==> src/rtl/core/mlt_pkg.sv <==
// Shared types and constants for the Manchester line transmitter.
package mlt_pkg;

  localparam int KindW      = 2;
  localparam int ChW        = 2;
  localparam int SlotW      = 4;
  localparam int ByteW      = 8;
  localparam int LenW       = 5;
  localparam int CntW       = 4;
  localparam int HalfBits   = 16;
  localparam int DataBits   = 8;
  localparam int WordW      = HalfBits;

  localparam int CHANNELS_DEF  = 4;
  localparam int MAX_WORDS_DEF = 16;

  typedef enum logic [KindW-1:0] {
    KIND_LOAD  = 2'd0,
    KIND_START = 2'd1,
    KIND_TICK  = 2'd2
  } kind_e;

  typedef struct packed {
    logic [KindW-1:0] kind;
    logic [ChW-1:0]   channel;
    logic [SlotW-1:0] slot;
    logic [ByteW-1:0] data_byte;
    logic [LenW-1:0]  length;
  } in_item_t;

  typedef struct packed {
    logic [ChW-1:0] out_channel;
    logic           line_level;
    logic           finished;
    logic           busy_res;
  } out_item_t;

  typedef struct packed {
    logic [CntW-1:0] cnt;
    logic [LenW-1:0] pos;
    logic [LenW-1:0] msg;
  } chan_state_t;

  typedef struct packed {
    logic            valid;
    logic            start;
    logic [ChW-1:0]  ch;
    logic [LenW-1:0] len;
  } chan_req_t;

  typedef struct packed {
    logic            valid;
    logic [ChW-1:0]  ch;
    logic            fin;
    logic [CntW-1:0] cnt;
  } tick_res_t;

  typedef struct packed {
    logic             en;
    logic [ChW-1:0]   ch;
    logic [SlotW-1:0] slot;
    logic [ByteW-1:0] data;
  } word_wr_t;

  typedef struct packed {
    logic            en;
    logic [ChW-1:0]  ch;
    logic [LenW-1:0] pos;
  } word_rd_t;

endpackage

==> src/rtl/core/mlt_word_store.sv <==
// Encoded word buffer: one write and one registered read per cycle.
module mlt_word_store #(
  parameter int CHANNELS  = mlt_pkg::CHANNELS_DEF,
  parameter int MAX_WORDS = mlt_pkg::MAX_WORDS_DEF
) (
  input  logic                     clk_i,
  input  mlt_pkg::word_wr_t        wr_i,
  input  mlt_pkg::word_rd_t        rd_i,
  output logic [mlt_pkg::WordW-1:0] rd_word_o
);
  import mlt_pkg::*;

  localparam int Depth = CHANNELS * MAX_WORDS;
  localparam int AddrW = (Depth > 1) ? $clog2(Depth) : 1;

  function automatic logic [WordW-1:0] encode(input logic [ByteW-1:0] b);
    logic [WordW-1:0] w;
    w = '0;
    for (int j = 0; j < DataBits; j++) begin
      w[2*j]   = b[j];
      w[2*j+1] = ~b[j];
    end
    return w;
  endfunction

  logic [WordW-1:0] mem [Depth];
  logic [WordW-1:0] rd_word_q;
  logic [AddrW-1:0] wr_addr;
  logic [AddrW-1:0] rd_addr;

  assign wr_addr = AddrW'(32'(wr_i.ch) * MAX_WORDS + 32'(wr_i.slot));
  assign rd_addr = AddrW'(32'(rd_i.ch) * MAX_WORDS + 32'(rd_i.pos));

  always_ff @(posedge clk_i) begin
    if (wr_i.en) begin
      mem[wr_addr] <= encode(wr_i.data);
    end
    if (rd_i.en) begin
      rd_word_q <= mem[rd_addr];
    end
  end

  assign rd_word_o = rd_word_q;

endmodule

==> src/rtl/core/mlt_chan_ctrl.sv <==
// Per-channel state memory with read-modify-write and write-back forwarding.
module mlt_chan_ctrl #(
  parameter int CHANNELS  = mlt_pkg::CHANNELS_DEF,
  parameter int MAX_WORDS = mlt_pkg::MAX_WORDS_DEF
) (
  input  logic               clk_i,
  input  logic               rst_ni,
  input  mlt_pkg::chan_req_t req_i,
  input  logic               s3_free_i,
  output logic               s2_free_o,
  output mlt_pkg::tick_res_t tick_o,
  output mlt_pkg::word_rd_t  word_rd_o
);
  import mlt_pkg::*;

  localparam int IdxW = (CHANNELS > 1) ? $clog2(CHANNELS) : 1;

  chan_state_t     mem [CHANNELS];
  logic [CHANNELS-1:0] vld_q;

  logic            s2_valid_q;
  logic            s2_start_q;
  logic [ChW-1:0]  s2_ch_q;
  logic [LenW-1:0] s2_len_q;
  chan_state_t     st_q;

  chan_state_t     st_d;
  logic            fin;
  logic            s2_adv;
  logic [LenW-1:0] len_sat;
  logic [IdxW-1:0] rd_idx;
  logic [IdxW-1:0] wr_idx;

  assign rd_idx  = IdxW'(req_i.ch);
  assign wr_idx  = IdxW'(s2_ch_q);
  assign len_sat = (32'(req_i.len) > 32'(MAX_WORDS)) ? LenW'(MAX_WORDS) : req_i.len;

  assign fin       = (st_q.pos == st_q.msg);
  assign s2_adv    = s2_valid_q && (s2_start_q || s3_free_i);
  assign s2_free_o = !s2_valid_q || s2_adv;

  always_comb begin
    st_d = st_q;
    if (s2_start_q) begin
      st_d.cnt = '0;
      st_d.pos = '0;
      st_d.msg = s2_len_q;
    end else if (!fin) begin
      st_d.cnt = st_q.cnt + CntW'(1);
      if (st_q.cnt == CntW'(HalfBits - 1)) begin
        st_d.pos = st_q.pos + LenW'(1);
      end
    end
  end

  always_ff @(posedge clk_i or negedge rst_ni) begin
    if (!rst_ni) begin
      s2_valid_q <= 1'b0;
      vld_q      <= '0;
    end else begin
      if (req_i.valid) begin
        s2_valid_q <= 1'b1;
      end else if (s2_adv) begin
        s2_valid_q <= 1'b0;
      end
      if (s2_adv) begin
        vld_q[wr_idx] <= 1'b1;
      end
    end
  end

  always_ff @(posedge clk_i) begin
    if (s2_adv) begin
      mem[wr_idx] <= st_d;
    end
    if (req_i.valid) begin
      s2_start_q <= req_i.start;
      s2_ch_q    <= req_i.ch;
      s2_len_q   <= len_sat;
      if (s2_adv && (s2_ch_q == req_i.ch)) begin
        st_q <= st_d;
      end else if (vld_q[rd_idx]) begin
        st_q <= mem[rd_idx];
      end else begin
        st_q <= '0;
      end
    end
  end

  assign tick_o.valid = s2_adv && !s2_start_q;
  assign tick_o.ch    = s2_ch_q;
  assign tick_o.fin   = fin;
  assign tick_o.cnt   = st_q.cnt;

  assign word_rd_o.en  = s2_adv && !s2_start_q && !fin;
  assign word_rd_o.ch  = s2_ch_q;
  assign word_rd_o.pos = st_q.pos;

endmodule

==> src/rtl/core/manchester_line_transmitter.sv <==
// Manchester line transmitter top level: pipeline control and result register.
//
// One input channel (in_valid_i / in_stall_o / in_item_i) carries load, start and
// tick transactions; one output channel (out_valid_o / out_stall_i / out_item_o)
// returns one result per tick on an existing channel. Loads, starts, kind 3 and
// channels at or above CHANNELS give no result.
// A tick's channel state is read at its acceptance edge, then its word is read,
// then the result register is loaded. Throughput: one transaction per cycle of
// any kind while out_stall_i does not hold, set by the single read-modify-write port
// of the channel state memory and the single read port of the word buffer.
// Reset clears the channel counters at once through per-entry valid bits; the
// word buffer is not cleared, and a tick must only read slots loaded since reset.
// When out_stall_i holds, the result register keeps its transaction and the
// pipeline behind it keeps filling; in_stall_o rises once the state stage is
// occupied and cannot move on.
module manchester_line_transmitter #(
  parameter int CHANNELS  = mlt_pkg::CHANNELS_DEF,
  parameter int MAX_WORDS = mlt_pkg::MAX_WORDS_DEF
) (
  input  logic               clk_i,
  input  logic               rst_ni,
  input  logic               in_valid_i,
  output logic               in_stall_o,
  input  mlt_pkg::in_item_t  in_item_i,
  output logic               out_valid_o,
  input  logic               out_stall_i,
  output mlt_pkg::out_item_t out_item_o
);
  import mlt_pkg::*;

  logic            accept;
  logic            ch_ok;
  logic            s2_free;
  logic            s3_free;
  logic            s3_adv;
  logic            out_free;
  chan_req_t       req;
  tick_res_t       tick;
  word_wr_t        word_wr;
  word_rd_t        word_rd;
  logic [WordW-1:0] rd_word;

  logic            s3_valid_q;
  logic [ChW-1:0]  s3_ch_q;
  logic            s3_fin_q;
  logic [CntW-1:0] s3_cnt_q;

  logic            out_valid_q;
  out_item_t       out_q;

  assign in_stall_o = !s2_free;
  assign accept     = in_valid_i && !in_stall_o;
  assign ch_ok      = 32'(in_item_i.channel) < 32'(CHANNELS);

  assign req.valid = accept && ch_ok &&
                     ((in_item_i.kind == KIND_START) || (in_item_i.kind == KIND_TICK));
  assign req.start = (in_item_i.kind == KIND_START);
  assign req.ch    = in_item_i.channel;
  assign req.len   = in_item_i.length;

  assign word_wr.en   = accept && ch_ok && (in_item_i.kind == KIND_LOAD) &&
                        (32'(in_item_i.slot) < 32'(MAX_WORDS));
  assign word_wr.ch   = in_item_i.channel;
  assign word_wr.slot = in_item_i.slot;
  assign word_wr.data = in_item_i.data_byte;

  assign out_free = !out_valid_q || !out_stall_i;
  assign s3_adv   = s3_valid_q && out_free;
  assign s3_free  = !s3_valid_q || out_free;

  mlt_chan_ctrl #(
    .CHANNELS  (CHANNELS),
    .MAX_WORDS (MAX_WORDS)
  ) u_chan_ctrl (
    .clk_i     (clk_i),
    .rst_ni    (rst_ni),
    .req_i     (req),
    .s3_free_i (s3_free),
    .s2_free_o (s2_free),
    .tick_o    (tick),
    .word_rd_o (word_rd)
  );

  mlt_word_store #(
    .CHANNELS  (CHANNELS),
    .MAX_WORDS (MAX_WORDS)
  ) u_word_store (
    .clk_i     (clk_i),
    .wr_i      (word_wr),
    .rd_i      (word_rd),
    .rd_word_o (rd_word)
  );

  always_ff @(posedge clk_i or negedge rst_ni) begin
    if (!rst_ni) begin
      s3_valid_q  <= 1'b0;
      out_valid_q <= 1'b0;
    end else begin
      if (tick.valid) begin
        s3_valid_q <= 1'b1;
      end else if (s3_adv) begin
        s3_valid_q <= 1'b0;
      end
      if (s3_adv) begin
        out_valid_q <= 1'b1;
      end else if (!out_stall_i) begin
        out_valid_q <= 1'b0;
      end
    end
  end

  always_ff @(posedge clk_i) begin
    if (tick.valid) begin
      s3_ch_q  <= tick.ch;
      s3_fin_q <= tick.fin;
      s3_cnt_q <= tick.cnt;
    end
    if (s3_adv) begin
      out_q.out_channel <= s3_ch_q;
      out_q.line_level  <= s3_fin_q ? 1'b0 : rd_word[s3_cnt_q];
      out_q.finished    <= s3_fin_q;
      out_q.busy_res    <= !s3_fin_q;
    end
  end

  assign out_valid_o = out_valid_q;
  assign out_item_o  = out_q;

`ifndef SYNTH
  a_tick_has_room: assert property (@(posedge clk_i) disable iff (!rst_ni)
    tick.valid |-> s3_free)
    else $error("tick leaves state stage while word stage is blocked");

  a_word_read_only_live: assert property (@(posedge clk_i) disable iff (!rst_ni)
    word_rd.en |-> (tick.valid && !tick.fin))
    else $error("word buffer read outside a live tick");

  a_finish_is_idle: assert property (@(posedge clk_i) disable iff (!rst_ni)
    (out_valid_o && out_item_o.finished) |-> (!out_item_o.busy_res && !out_item_o.line_level))
    else $error("completion result shows busy or a high line");
`endif

endmodule

==> config.mk <==
export PLATFORM = sky130hd
export DESIGN_NAME = manchester_line_transmitter
export DESIGN_NICKNAME = d
export VERILOG_FILES = /design/src/rtl/core/mlt_pkg.sv /design/src/rtl/core/mlt_word_store.sv /design/src/rtl/core/mlt_chan_ctrl.sv /design/src/rtl/core/manchester_line_transmitter.sv
export SDC_FILE = /design/constraint.sdc
export NUM_CORES = 1
export LEC_CHECK = 0
export ABC_AREA = 1
export BUFFER_PORTS_ARGS = -buffer_cell sky130_fd_sc_hd__buf_2
export CORE_MARGIN = 10
export CORE_UTILIZATION = 23
export CTS_CLUSTER_SIZE = 14
export DETAILED_ROUTE_END_ITERATION = 16
export GPL_TIMING_DRIVEN = 0
export PLACE_DENSITY = 0.37
export SYNTH_ARGS = -nofsm -noshare
export SYNTH_HDL_FRONTEND = slang
export SYNTH_HIERARCHICAL = 1
export SYNTH_SLANG_ARGS = --single-unit
==> constraint.sdc <==
create_clock -name clk_i -period 5.3 [get_ports clk_i]
set_input_delay 0.265 -clock clk_i [delete_from_list [all_inputs] [get_ports clk_i]]
set_output_delay 0.265 -clock clk_i [all_outputs]
set_load 0.03 [all_outputs]
[After elaboration in Yosys (flattened, before gate mapping)]
Memory sizes are Yosys's and may differ from the RTL's. A register that Yosys moved wholly into a read port is not among the register bits.
Index checks and enable logic that the tools add are counted.
W data, S select, Z words.
Word-level totals
  register bits after elaboration: 41
  bits in latches: 0
  memory bits (writable): 1080
  memory bits (read-only): 0
  output and inout bits: 7
  word-level logic and storage cells: 90
  memories: 2
Cells by class
  $add $sub $neg: 4
  $mul: 0
  divide/modulo/power cells: 0
  order comparisons: 5
  equal/unequal tests: 6
  shift operators: 0
  multiplexer cells: 22
  bitwise operators: 9
  reduce and logical (&&, ||, !) cells: 25
Memories
  u_word_store.mem: depth 64, width 16, rd ports 1, clocked after Yosys merged registers in 1, write ports 1, line mlt_word_store.sv:26  | logic [WordW-1:0] mem [Depth];
  u_chan_ctrl.mem: depth 4, width 14, rd ports 1, clocked after Yosys merged registers in 0, write ports 1, line mlt_chan_ctrl.sv:18  | chan_state_t mem [CHANNELS];
Operators with widths (number)
  $mux W14: 2
  $mux W9: 2
  $mux W1: 13
  $mux W5: 2
  $logic_and A1 B1 Y1: 9
  $logic_not A1 Y1: 8
  $not A1 Y1: 8
  $add A6 B4 Y6: 1
  $add A6 B5 Y6: 1
  $lt A2 B3 Y1 const B: 2
  $add A5 B1 Y5 const B: 1
  $eq A5 B5 Y1: 1
  $gt A5 B5 Y1 const B: 1
  $logic_or A1 B1 Y1: 5
  $lt A4 B5 Y1 const B: 1
  $add A4 B1 Y4 const B: 1
  $bmux W1 S4: 1
  $eq A4 B4 Y1 const B: 1
  $or A4 B4 Y4: 1
  $reduce_bool A2 Y1: 2
  $bmux W1 S2: 1
  $demux W1 S2: 1
  $eq A2 B1 Y1 const B: 1
  $eq A2 B2 Y1: 1
  4 further kinds: 4

[Longest topological paths before layout]
  depth in word-level cells: 10
  depth in mapped cells: 13
  gate-level depth less buffers: 10

[By module]
The synthesis kept the hierarchy.
By module, submodules not included
  mlt_word_store: times used 1, cells each 3526, area an instance 42299.3 um^2, seq. area each 31230.0 um^2
  mlt_chan_ctrl: times used 1, cells each 366, area an instance 3867.5 um^2, seq. area each 2467.4 um^2
  manchester_line_transmitter: times used 1, cells each 78, area an instance 718.2 um^2, seq. area each 410.4 um^2

[Worst setup path before layout]
Ideal clock, no wire load.
  path type: reg2reg
  from: reg u_chan_ctrl.s2_start_q
  to: mem u_word_store/mem[48][0] (netlist name), enable pin
  setup time: 431 ps
  arrival time: 3247 ps
  required time: 4869 ps
  slack: 1623 ps
  cell stages (with the launch flop): 9
  period minus slack after synthesis: 3677 ps
  path through: edfxtp_1 > clkbuf_1 > buf_2 > nor2_1 > nand2_1 > and3_1 > clkbuf_1 > nand4_1 > nor4_1
RTL lines
  start: declaration: line mlt_chan_ctrl.sv:22  | logic s2_start_q;
  start signal: assignment: line mlt_chan_ctrl.sv:77  | s2_start_q <= req_i.start;
  end: declaration: line mlt_word_store.sv:26

==> summary.txt <==
run status: finished clean
most numerous cell on the critical path: sky130_fd_sc_hd__clkbuf_1
P_leak: 20.2 nW
sequential element share of the synthesized area: 0.727
global routing usage summed across all routing layers: 0.156
CTS max path bufs: 3
Setup violations, final: 0
maximum fanout along the worst path: 16
Synthesized Nets: 4000
highest cell delay on the worst timing path: 1070 ps
Cells after Synth: 3970
number of enable flip-flop cells after synthesis: 1130
Clk pin slew, worst setup/hold paths: 60 ps
Max Clock Freq: 236 MHz
global-route met1 utilization: 0.211
routed wire length: 178000 um
Initial Util: 0.232
Post CTS Setup Buffer Count: 0
post-synthesis register bit count: 1137
io pins: 32
FF-to-FF setup slack: 1070 ps
time the final worst path needs with I/O delays and setup: 4230 ps
setup repair after global routing missed its margin: false
slowest CP cell: sky130_fd_sc_hd__nor2_4
H-tree level count: 4
tightest hold margin: 31.1 ps
count of buffers inserted at the top-level ports: 28
overall die width: 471 um
kind of start point of the critical path: flip-flop
number of nets in the finished design: 4284
clock latency at the later pin of the worst-skew pair: 780 ps
worst path cell trace: clkbuf_1 > buf_2 > nor2_1 > nand2_1 > and3_1 > clkbuf_1 > nand4_1 > nor2_4
actual transition at the worst max-transition pin: 1460 ps
critical path's top delay family: simple AND/OR/NAND/NOR gates
largest net degree at the start of global routing: 56
warning count from the yosys run: 6
combined buffer and inverter count along the critical path: 3
met2 global-route usage: 0.257
non-filler instance count after layout: 7023
netlist area before placement: 46900 um2
async set or reset register ratio after synthesis: 0.00616
die area: 222000 um2
total grt overflow: 0
Max transition margin: 0.0266
drt pass-1 iters: 5
power density over the cells: 369 nW/um2
DRC errors left: 0
placer congestion estimate: 0.853
area share of the largest cell type after synthesis: 0.724
clock buffers created by TritonCTS: 136
critical path endpoint category: flip-flop
sinks on the clock net: 1137
area delta synth->final: 20.6%
number of global-route vias before repair: 30500
Gates resized, CTS repair: 0
Setup Skew: 24.0 ps
Peak supply drop: 0.321 mV
DPL Wire Length: 124000 um
post-layout total power: 20.9 mW
category of the most critical setup path: reg -> reg
Antenna Violating Nets Remaining: 0
max-slew violation count: 0
dominant cell type by area after synthesis: sky130_fd_sc_hd__edfxtp_1
library cells used by synthesis: 38
Arrival @ worst endpoint: 4620 ps
top library cells by usage in the layout, fill and taps aside: 1412 x sky130_fd_sc_hd__nand2_1, 1130 x sky130_fd_sc_hd__edfxtp_1, 889 x sky130_fd_sc_hd__nand3_1
layer carrying the most global-route usage: met2
final hold viol count: 0
CP Data Required Time: 5690 ps
standard cell core area: 203000 um2
first-pass GRT wire length: 247000 um
# placed instances: 6766
Cell Rows: 165
layout cells sized above 1: 0.141
Hold-fix buffers, CTS: 22
antenna violations before repair: 12
number of DRC markers in iteration 0: 2885
met3 demand-to-capacity share in global routing: 0.0244
wire length per cell: 25.4 um
CTS tree: built
Vias: 31800
Die Y-Extent: 471 um
path class of the lowest-slack min-delay path: in -> reg
Area contributors post-synth: sky130_fd_sc_hd__edfxtp_1 72%, sky130_fd_sc_hd__nand2_1 11%, sky130_fd_sc_hd__nand3_1 9.5%
Root Buffer: sky130_fd_sc_hd__clkbuf_16
most instantiated flip-flop cell in the synthesis netlist: sky130_fd_sc_hd__edfxtp_1
leading cell type in the layout, fill and taps excluded: sky130_fd_sc_hd__nand2_1
mean number of vias per cell: 4.52
max-capacitance violation count: 0
part of the cycle the worst path needs: 0.798
average cell area after synthesis: 11.8 um2
==> power by group <==
| group | internal, mW | switching (mW) | total [mW] |
|---|---|---|---|
| clock | 4.97 | 3.77 | 8.74 |
| combinational | 0.532 | 1.60 | 2.13 |
| sequential | 9.98 | 0.0307 | 10.0 |
| total | 15.5 | 5.40 | 20.9 |
==> cells by family (layout without fill, tap and decap cells) <==
logic type / Yosys count / in the layout / share of synthesized area
simple gates: 2440 / 2440 / 0.222
flops: 1137 / 1137 / 0.727
buf+inv: 320 / 700 / 0.0398
compound gates: 60 / 60 / 0.00739
xor+xnor: 8 / 8 / 0.00165
fa+ha+maj: 5 / 5 / 0.00133
other cells: 0 / 1 / 0
==> final cells by class <==
type	instances	area, um2
clock buffers	164	3570
inverters	68	288
well taps	2672	3340
diodes	1	2.50
plain buffers	252	1600
clock inverters	70	475
multi-input cells	2513	11200
flip-flops and latches	1137	34100
repair buffers	146	2000
fillers	20900	146000
==> flip-flops by register name, summed over array words and instances, names as in the netlist, 2 cells and up <==
name / count
u_chan_ctrl/vld_q: 4
u_chan_ctrl/s2_ch_q: 2
out_item_o: 5
u_chan_ctrl/tick_o: 4
u_chan_ctrl/st_q: 5
u_chan_ctrl/word_rd_o: 5
u_word_store/mem: 1024
s3_cnt_q: 4
u_word_store/rd_word_o: 16
s3_ch_q: 2
u_chan_ctrl/s2_len_q: 5
u_chan_ctrl/mem: 56
==> layer usage <==
metal | wire length (um) | part of all wire
met1 | 80300 | 0.45
met2 | 84500 | 0.47
met3 | 8950 | 0.050
met4 | 4690 | 0.026
met5 | 0 | 0
==> synth_stat cells (2+ instances only) <==
cell and number:
sky130_fd_sc_hd__nor3_1 2, sky130_fd_sc_hd__o21ai_0 31, sky130_fd_sc_hd__and3_1 2, sky130_fd_sc_hd__clkbuf_1 25, sky130_fd_sc_hd__ha_1 5, sky130_fd_sc_hd__dfrtp_1 7, sky130_fd_sc_hd__buf_1 11, sky130_fd_sc_hd__a32o_1 5
sky130_fd_sc_hd__inv_2 12, sky130_fd_sc_hd__o22ai_1 9, sky130_fd_sc_hd__a21oi_1 10, sky130_fd_sc_hd__buf_2 142, sky130_fd_sc_hd__xnor2_1 4, sky130_fd_sc_hd__buf_4 22, sky130_fd_sc_hd__or2_2 2, sky130_fd_sc_hd__nand4_1 26
sky130_fd_sc_hd__nor2_1 91, sky130_fd_sc_hd__inv_1 53, sky130_fd_sc_hd__buf_6 51, sky130_fd_sc_hd__nand2_2 4, sky130_fd_sc_hd__o21ai_1 2, sky130_fd_sc_hd__xor2_1 3, sky130_fd_sc_hd__nor4_1 8, sky130_fd_sc_hd__nand3_1 889
sky130_fd_sc_hd__nand2_1 1412, sky130_fd_sc_hd__edfxtp_1 1130
==> final timing paths <==
path | from | to | cells past startpoint
min reg2reg | s3_ch_q[1] | out_item_o[4] | 0
max | u_chan_ctrl/s2_start_q | u_word_store/mem[56][10] | 8
max reg2reg | u_chan_ctrl/s2_start_q | u_word_store/mem[56][10] | 8
min in group asynchronous | rst_ni | s3_valid_q | 3
min | in_item_i[7] | u_word_store/mem[34][4] | 1
max in group asynchronous | rst_ni | u_chan_ctrl/vld_q[3] | 3
==> per-stage QoR <==
stage	instance area (um2)	utilization	setup WS [ps]	TNS [ps]
2_1_floorplan	46900	-	1620	0
3_3_place_gp	50400	0.249	-2090	-220140
3_5_place_dp	52300	0.258	1090	0
4_1_cts	56500	0.279	1070	0
5_1_grt	56600	0.279	709	0
6_report	56600	0.279	1070	0
Note: power is estimated with default switching activity, not from simulation.
